## src/rtl/core/gbfs_pkg.sv

```systemverilog
`default_nettype none
// ----------------------------------------------------------------------------
// gbfs_pkg
// Shared types, constants and helpers of the breadth-first search engine.
// ----------------------------------------------------------------------------
package gbfs_pkg;

  localparam int NUM_VERTICES = 32;
  localparam int MAX_EDGES    = 64;
  localparam int FIFO_DEPTH   = 32;

  localparam int VW   = 5;
  localparam int VIW  = (NUM_VERTICES > 2) ? $clog2(NUM_VERTICES) : 1;
  localparam int EAW  = (MAX_EDGES > 1) ? $clog2(MAX_EDGES) : 1;
  localparam int ECW  = $clog2(MAX_EDGES + 1);
  localparam int FAW  = $clog2(FIFO_DEPTH);
  localparam int FPW  = FAW + 1;

  localparam logic FUNC_ADD    = 1'b0;
  localparam logic FUNC_SEARCH = 1'b1;
  localparam logic KIND_VISIT  = 1'b0;
  localparam logic KIND_DROP   = 1'b1;

  typedef struct packed {
    logic          func;
    logic [VW-1:0] edge_src;
    logic [VW-1:0] edge_dst;
    logic [VW-1:0] start_vertex;
    logic [VW-1:0] goal_vertex;
  } in_item_t;

  typedef struct packed {
    logic          kind;
    logic [VW-1:0] vertex;
    logic          goal_found;
    logic          last;
  } out_item_t;

  typedef struct packed {
    logic [VW-1:0] src;
    logic [VW-1:0] dst;
  } edge_t;

  // Commands from the controller to the datapath.
  typedef struct packed {
    logic add_edge;
    logic search_init;
    logic deq_issue;
    logic scan_begin;
    logic scan_en;
    logic load_visit;
    logic load_drop;
  } cmd_t;

  // Status from the datapath to the controller.
  typedef struct packed {
    logic add_ok;
    logic store_full;
    logic start_ok;
    logic is_goal;
    logic scan_done;
    logic out_free;
    logic fifo_empty;
  } status_t;

  function automatic logic vtx_ok(input logic [VW-1:0] v);
    return 32'(v) < 32'(NUM_VERTICES);
  endfunction

endpackage
`default_nettype wire

```

## src/rtl/core/graph_bfs_engine_core.sv

```systemverilog
`default_nettype none
// An add-edge transaction is stored directly; an edge that finds the store full is reported
// as a drop through the output register. A search spends most of its time in the serial
// edge-store scan through its single read port, once per dequeued vertex that is not the goal.
// A new transaction is taken only when the sequencer is idle; results leave via an output
// register. Reset (rst_n low) empties store and output.
// ----------------------------------------------------------------------------
// graph_bfs_engine_core
// Breadth-first search over a directed edge store filled in insertion order.
// ----------------------------------------------------------------------------
module graph_bfs_engine_core (
  input  wire logic                clk,
  input  wire logic                rst_n,
  input  wire logic                in_valid,
  output logic                     in_ready,
  input  wire gbfs_pkg::in_item_t  in_data,
  output logic                     out_valid,
  input  wire logic                out_ready,
  output gbfs_pkg::out_item_t      out_data
);

  gbfs_pkg::cmd_t    cmd;
  gbfs_pkg::status_t st;

  gbfs_ctrl u_ctrl (
    .clk      (clk),
    .rst_n    (rst_n),
    .in_valid (in_valid),
    .in_func  (in_data.func),
    .in_ready (in_ready),
    .st       (st),
    .cmd      (cmd)
  );

  gbfs_dp u_dp (
    .clk       (clk),
    .rst_n     (rst_n),
    .in_data   (in_data),
    .cmd       (cmd),
    .st        (st),
    .out_valid (out_valid),
    .out_ready (out_ready),
    .out_data  (out_data)
  );

endmodule
`default_nettype wire

```

## src/rtl/core/gbfs_ctrl.sv

```systemverilog
`default_nettype none
// ----------------------------------------------------------------------------
// gbfs_ctrl
// Sequencer for edge insertion, dequeue, edge-store scan and result emission.
// ----------------------------------------------------------------------------
module gbfs_ctrl (
  input  wire logic              clk,
  input  wire logic              rst_n,
  input  wire logic              in_valid,
  input  wire logic              in_func,
  output logic                   in_ready,
  input  wire gbfs_pkg::status_t st,
  output gbfs_pkg::cmd_t         cmd
);

  localparam logic [2:0] ST_IDLE = 3'd0;
  localparam logic [2:0] ST_DROP = 3'd1;
  localparam logic [2:0] ST_DEQ  = 3'd2;
  localparam logic [2:0] ST_DEQW = 3'd3;
  localparam logic [2:0] ST_SCAN = 3'd4;
  localparam logic [2:0] ST_EMIT = 3'd5;

  logic [2:0] state_r;
  logic [2:0] state_nxt;
  logic       accept;

  assign in_ready = (state_r == ST_IDLE);
  assign accept   = in_valid && in_ready;

  always_comb begin
    state_nxt = state_r;
    cmd       = '0;
    unique case (state_r)
      ST_IDLE: begin
        if (accept) begin
          if (in_func == gbfs_pkg::FUNC_ADD) begin
            if (st.add_ok && st.store_full) begin
              state_nxt = ST_DROP;
            end else if (st.add_ok) begin
              cmd.add_edge = 1'b1;
            end
          end else if (st.start_ok) begin
            cmd.search_init = 1'b1;
            state_nxt       = ST_DEQ;
          end
        end
      end
      ST_DROP: begin
        if (st.out_free) begin
          cmd.load_drop = 1'b1;
          state_nxt     = ST_IDLE;
        end
      end
      ST_DEQ: begin
        cmd.deq_issue = 1'b1;
        state_nxt     = ST_DEQW;
      end
      ST_DEQW: begin
        // The goal is reported at once, without looking at its neighbours.
        if (st.is_goal) begin
          state_nxt = ST_EMIT;
        end else begin
          cmd.scan_begin = 1'b1;
          state_nxt      = ST_SCAN;
        end
      end
      ST_SCAN: begin
        cmd.scan_en = 1'b1;
        if (st.scan_done) begin
          cmd.scan_en = 1'b0;
          state_nxt   = ST_EMIT;
        end
      end
      ST_EMIT: begin
        // The walk ends at the goal or once the vertex FIFO has run dry.
        if (st.out_free) begin
          cmd.load_visit = 1'b1;
          state_nxt      = (st.is_goal || st.fifo_empty) ? ST_IDLE : ST_DEQ;
        end
      end
      default: begin
        state_nxt = ST_IDLE;
      end
    endcase
  end

  always_ff @(posedge clk) begin
    if (!rst_n) begin
      state_r <= ST_IDLE;
    end else begin
      state_r <= state_nxt;
    end
  end

endmodule
`default_nettype wire

```

## src/rtl/core/gbfs_dp.sv

```systemverilog
`default_nettype none
// ----------------------------------------------------------------------------
// gbfs_dp
// Edge store, vertex FIFO, visited marks, scan pipeline and output register.
// ----------------------------------------------------------------------------
module gbfs_dp (
  input  wire logic                clk,
  input  wire logic                rst_n,
  input  wire gbfs_pkg::in_item_t  in_data,
  input  wire gbfs_pkg::cmd_t      cmd,
  output gbfs_pkg::status_t        st,
  output logic                     out_valid,
  input  wire logic                out_ready,
  output gbfs_pkg::out_item_t      out_data
);

  gbfs_pkg::edge_t               edge_mem [gbfs_pkg::MAX_EDGES];
  logic [gbfs_pkg::VW-1:0]       fifo_mem [gbfs_pkg::FIFO_DEPTH];

  logic [gbfs_pkg::ECW-1:0]      count_r, count_nxt;
  logic [gbfs_pkg::ECW-1:0]      e_r, e_nxt;
  logic                          pend_r, pend_nxt;
  logic [gbfs_pkg::FPW-1:0]      head_r, head_nxt;
  logic [gbfs_pkg::FPW-1:0]      tail_r, tail_nxt;
  logic [gbfs_pkg::NUM_VERTICES-1:0] visited_r, visited_nxt;
  logic [gbfs_pkg::VW-1:0]       goal_r, goal_nxt;
  gbfs_pkg::edge_t               edge_rd_r;
  logic [gbfs_pkg::VW-1:0]       cur_r;
  gbfs_pkg::out_item_t           out_r, out_nxt;
  logic                          out_valid_r, out_valid_nxt;

  logic scan_issue;
  logic enq;
  logic fifo_we;
  logic [gbfs_pkg::FAW-1:0]      fifo_waddr;
  logic [gbfs_pkg::VW-1:0]       fifo_wdata;

  assign scan_issue = cmd.scan_en && (e_r != count_r);

  // A neighbour is enqueued when its edge leaves this vertex, it is unvisited
  // and the FIFO still has room.
  assign enq = pend_r && (edge_rd_r.src == cur_r)
               && gbfs_pkg::vtx_ok(edge_rd_r.dst)
               && !visited_r[gbfs_pkg::VIW'(edge_rd_r.dst)]
               && (32'(tail_r) < 32'(gbfs_pkg::FIFO_DEPTH));

  always_comb begin
    count_nxt     = count_r;
    e_nxt         = e_r;
    pend_nxt      = scan_issue;
    head_nxt      = head_r;
    tail_nxt      = tail_r;
    visited_nxt   = visited_r;
    goal_nxt      = goal_r;
    out_nxt       = out_r;
    out_valid_nxt = out_valid_r && !out_ready;
    fifo_we       = 1'b0;
    fifo_waddr    = tail_r[gbfs_pkg::FAW-1:0];
    fifo_wdata    = edge_rd_r.dst;

    if (cmd.add_edge) begin
      count_nxt = count_r + 1'b1;
    end
    if (cmd.search_init) begin
      visited_nxt = '0;
      visited_nxt[gbfs_pkg::VIW'(in_data.start_vertex)] = 1'b1;
      head_nxt    = '0;
      tail_nxt    = gbfs_pkg::FPW'(1);
      goal_nxt    = in_data.goal_vertex;
      fifo_we     = 1'b1;
      fifo_waddr  = '0;
      fifo_wdata  = in_data.start_vertex;
    end
    if (cmd.deq_issue) begin
      head_nxt = head_r + 1'b1;
    end
    if (cmd.scan_begin) begin
      e_nxt = '0;
    end else if (scan_issue) begin
      e_nxt = e_r + 1'b1;
    end
    if (enq) begin
      visited_nxt[gbfs_pkg::VIW'(edge_rd_r.dst)] = 1'b1;
      tail_nxt = tail_r + 1'b1;
      fifo_we  = 1'b1;
    end
    if (cmd.load_visit) begin
      out_nxt.kind       = gbfs_pkg::KIND_VISIT;
      out_nxt.vertex     = cur_r;
      out_nxt.goal_found = (cur_r == goal_r);
      out_nxt.last       = (cur_r == goal_r) || (head_r == tail_r);
      out_valid_nxt      = 1'b1;
    end else if (cmd.load_drop) begin
      out_nxt.kind       = gbfs_pkg::KIND_DROP;
      out_nxt.vertex     = '0;
      out_nxt.goal_found = 1'b0;
      out_nxt.last       = 1'b1;
      out_valid_nxt      = 1'b1;
    end
  end

  always_ff @(posedge clk) begin
    if (cmd.add_edge) begin
      edge_mem[count_r[gbfs_pkg::EAW-1:0]] <= '{src: in_data.edge_src, dst: in_data.edge_dst};
    end
    if (scan_issue) begin
      edge_rd_r <= edge_mem[e_r[gbfs_pkg::EAW-1:0]];
    end
  end

  always_ff @(posedge clk) begin
    if (fifo_we) begin
      fifo_mem[fifo_waddr] <= fifo_wdata;
    end
    if (cmd.deq_issue) begin
      cur_r <= fifo_mem[head_r[gbfs_pkg::FAW-1:0]];
    end
  end

  always_ff @(posedge clk) begin
    if (!rst_n) begin
      count_r     <= '0;
      e_r         <= '0;
      pend_r      <= 1'b0;
      head_r      <= '0;
      tail_r      <= '0;
      out_valid_r <= 1'b0;
    end else begin
      count_r     <= count_nxt;
      e_r         <= e_nxt;
      pend_r      <= pend_nxt;
      head_r      <= head_nxt;
      tail_r      <= tail_nxt;
      out_valid_r <= out_valid_nxt;
    end
  end

  always_ff @(posedge clk) begin
    visited_r <= visited_nxt;
    goal_r    <= goal_nxt;
    out_r     <= out_nxt;
  end

  assign st.add_ok     = gbfs_pkg::vtx_ok(in_data.edge_src) && gbfs_pkg::vtx_ok(in_data.edge_dst);
  assign st.store_full = (32'(count_r) >= 32'(gbfs_pkg::MAX_EDGES));
  assign st.start_ok   = gbfs_pkg::vtx_ok(in_data.start_vertex);
  assign st.is_goal    = (cur_r == goal_r);
  assign st.scan_done  = (e_r == count_r) && !pend_r;
  assign st.out_free   = !out_valid_r || out_ready;
  assign st.fifo_empty = (head_r == tail_r);

  assign out_valid = out_valid_r;
  assign out_data  = out_r;

endmodule
`default_nettype wire
```

## config.mk

```make
export PLATFORM = sky130hd
export DESIGN_NAME = graph_bfs_engine_core
export DESIGN_NICKNAME = d
export VERILOG_FILES = /design/src/rtl/core/gbfs_pkg.sv /design/src/rtl/core/graph_bfs_engine_core.sv /design/src/rtl/core/gbfs_ctrl.sv /design/src/rtl/core/gbfs_dp.sv
export SDC_FILE = /design/constraint.sdc
export NUM_CORES = 1
export LEC_CHECK = 0
export BUFFER_PORTS_ARGS = -buffer_cell sky130_fd_sc_hd__buf_2
export CORE_MARGIN = 1.5
export CORE_UTILIZATION = 25
export CTS_BUF_LIST = sky130_fd_sc_hd__clkbuf_8
export DETAILED_ROUTE_END_ITERATION = 6
export REMOVE_ABC_BUFFERS = 1
export SETUP_SLACK_MARGIN = 0.02
export SYNTH_ARGS = -nofsm -noshare
export SYNTH_HDL_FRONTEND = slang
export SYNTH_SLANG_ARGS = --single-unit
```

## constraint.sdc

```tcl
create_clock -name clk -period 3.75 [get_ports clk]
set_input_delay 0.5625 -clock clk [delete_from_list [all_inputs] [get_ports clk]]
set_output_delay 0.5625 -clock clk [all_outputs]
set_load 0.005 [all_outputs]
```

==> flow_summary.json <==
{
  "status": "finished, final reports clean",
  "start_util": 0.252,
  "p_leak_nw": 12.3,
  "synth_area_leaders": "edfxtp_1 70%, mux4_2 16%, dfxtp_1 3.6%",
  "syn_area_mm2": 0.0353,
  "core_area_mm2": 0.140,
  "async_flop_share": 0,
  "use_met2": 0.167,
  "synth.avg_cell_area_um2": 19.9,
  "synth_cell_type_count": 48,
  "timing.setup.tns_ns": 0,
  "final_hold_viol_count": 0,
  "cts_tree": "built",
  "wl_per_cell_um": 20.4,
  "synth-seq-area-share": 0.741,
  "final_common_cell": "edfxtp_1",
  "postRouteAntennaNets": 0,
  "final_cell_mix": "827 x edfxtp_1, 256 x mux4_2, 141 x clkbuf_8",
  "cts-root-buf": "clkbuf_8",
  "synth_edf_count": 827,
  "port_buffers": 34,
  "critPathKind": "reg2reg",
  "fmax_mhz": 291,
  "use_met3": 0.0270,
  "crit_arrival_ns": 3.87,
  "synth_top_area_share": 0.704,
  "rows": 137,
  "num_vias": 17600,
  "tightestPinTransition_ns": 1.12,
  "avgViaCountPerCell": 4.50,
  "cts_buffers": 133,
  "yosys.area.top_type": "edfxtp_1",
  "clockBufferDepth": 3,
  "ir_worst_vdd_v": 0.000249,
  "grt-ovfl-total": 0,
  "drv_cap": 0,
  "end_kind": "register",
  "cts.sinks": 891,
  "rsz0062_at_grt": "false",
  "yosys_warnings": 0,
  "nets": 1967,
  "die_w_um": 379,
  "cts_resized": 0,
  "grt_pass1_vias": 17900,
  "hold_slack_ns": 0.171,
  "ys_seq_elements": 891,
  "htree_levels": 4,
  "drc_errors": 0,
  "layout.cells.non_filler": 3916,
  "die_h_um": 379,
  "period_share": 0.917,
  "grtUsageTotal": 0.111,
  "grt_antenna_before_repair": 6,
  "cp.required_ns": 4.18,
  "clk_latency_ns": 0.81,
  "cp-start-kind": "register",
  "slowest_stage": "edfxtp_1",
  "grt_start_max_net_pins": 70,
  "ys.flop_type": "edfxtp_1",
  "synthCells": 1773,
  "p_per_area_mw_per_mm2": 463,
  "io_pins": 35,
  "min_period_ns": 3.44,
  "dp_hpwl_um": 50800,
  "clkSlewWorstSetupHoldPaths_ns": 0.06,
  "grt-busiest-layer": "met2",
  "dieArea_mm2": 0.143,
  "wl_um": 80000,
  "fin_skew_ns": 0.0433,
  "synthToLayoutAreaGrowth_pct": 15.4,
  "grt_pass1_wl_um": 118000,
  "layout-drive-gt1-share": 0.283,
  "dp.cells": 3674,
  "dp_slack_ns": 0.332,
  "gp_congestion": 0.820,
  "num-fill-cells": 13600,
  "dr.pass1.iters": 6,
  "finalSetupViolCount": 0,
  "slowest_delay_ns": 0.86,
  "slew_headroom": 0.254,
  "use_met1": 0.153,
  "hold_class": "in2reg",
  "report.final.slew_viol_count": 0,
  "drtIter0Drc": 1840,
  "path_cells": "mux2i_1 > nor3b_1 > nor4_1 > o2111ai_1 > or3_1 > nor2_1",
  "cp_max_fo": 15,
  "finalWorstSetupSlack_ns": 0.312
}
-- kinds of logic (layout without fill, tap and decap cells) --
group           count (synthesis)  after routing  share of synthesized area
flops                         891            891                      0.741
simple gates                  291            291                     0.0397
mux                           285            285                      0.172
compound gates                150            150                     0.0241
buf+inv                       120            385                     0.0143
xor+xnor                       32             32                    0.00795
fa+ha+maj                       4              4                    0.00142
other cells                     0              2                          0
-- cell type report --
class                      instances  area, um2  share of cell area
clock inverter                    94        492              0.0121
antenna                            2       5.00            0.000123
multi-input combinational        762       8650               0.212
tap                             1876       2350              0.0577
sequential                       891      26100               0.642
clock buffer                     141       1940              0.0477
timing repair buffer             143       1100              0.0271
inverter                           7       26.3            0.000646
-- path summary, 6_finish.rpt --
kind,startpoint,end,slack [ns],depth (start not counted)
setup / recovery,u_dp.edge_rd_r[1],u_dp.fifo_mem[20][4],0.31,6
hold / removal,in_data[20],u_ctrl.state_r[1],0.17,3
setup reg to reg,u_dp.edge_rd_r[1],u_dp.fifo_mem[20][4],0.31,6
hold reg to reg,u_dp.out_data[7],u_dp.out_data[7],0.46,2
-- stage by stage --
step                       util  total power, mW  area, um2
final                     0.291             18.9      40700
after global routing      0.291             19.5      40700
after CTS                 0.291             19.1      40700
after detailed placement  0.273             11.7      38200
after global placement    0.273             11.7      38200
after floorplan               -             11.4      34800
-- worst max-delay path, delay by kind of cell, from the launching register on --
| kind | cells | cell delay, ns |
|---|---|---|
| and+or+nand+nor | 4 | 1.60 |
| AOI/OAI and AO/OA | 1 | 0.33 |
| muxes | 1 | 0.30 |
| DFF | 1 | 0.86 |
-- synth_stat cells (all sizes together) (4+ instances only) --
cell type / number
mux2: 8
o22ai: 8
and2: 11
a21oi: 9
nor3: 9
ha: 4
or3b: 7
clkbuf: 74
a31oi: 6
edfxtp: 827
nand3b: 13
and3: 8
nand2: 49
o21a: 5
mux2i: 21
mux4: 256
nand2b: 7
inv: 7
buf: 39
dfxtp: 64
o21ai: 108
nor2b: 11
or3: 8
nor2: 120
nand4: 11
or2: 4
xnor2: 15
nand3: 22
xor2: 17
nor4: 6
-- where the power goes --
group	total, mW	switching, mW	internal, mW
Sequential	11.0	0.0545	10.9
Clock	7.35	3.67	3.69
Combinational	0.501	0.345	0.156
-- layer usage --
layer	share of wire	wire length, um
met3	0.068	5480
met5	0.00023	18
met2	0.46	36600
met4	0.025	1970
met1	0.45	35900
-- sequential cells by signal (all words and copies together) (netlist names) --
name,count
u_dp.edge_mem,640
u_dp.fifo_mem,160
u_dp.visited_r,32
u_dp.edge_rd_r,10
u_dp.out_data,8
u_dp.count_r,7
u_dp.e_r,7
u_dp.head_r,6
u_dp.tail_r,6
u_dp.cur_r,5
u_dp.goal_r,5
u_ctrl.state_r,3
u_dp.out_valid,1
u_dp.pend_r,1
-- what timing repair did --
item,in CTS,in global routing
hold endpoints to repair,5,0
buffers inserted,0,0
hold buffers,5,0
endpoints found under the setup margin,0,0
No activity file was read; power rests on OpenSTA's default activity.
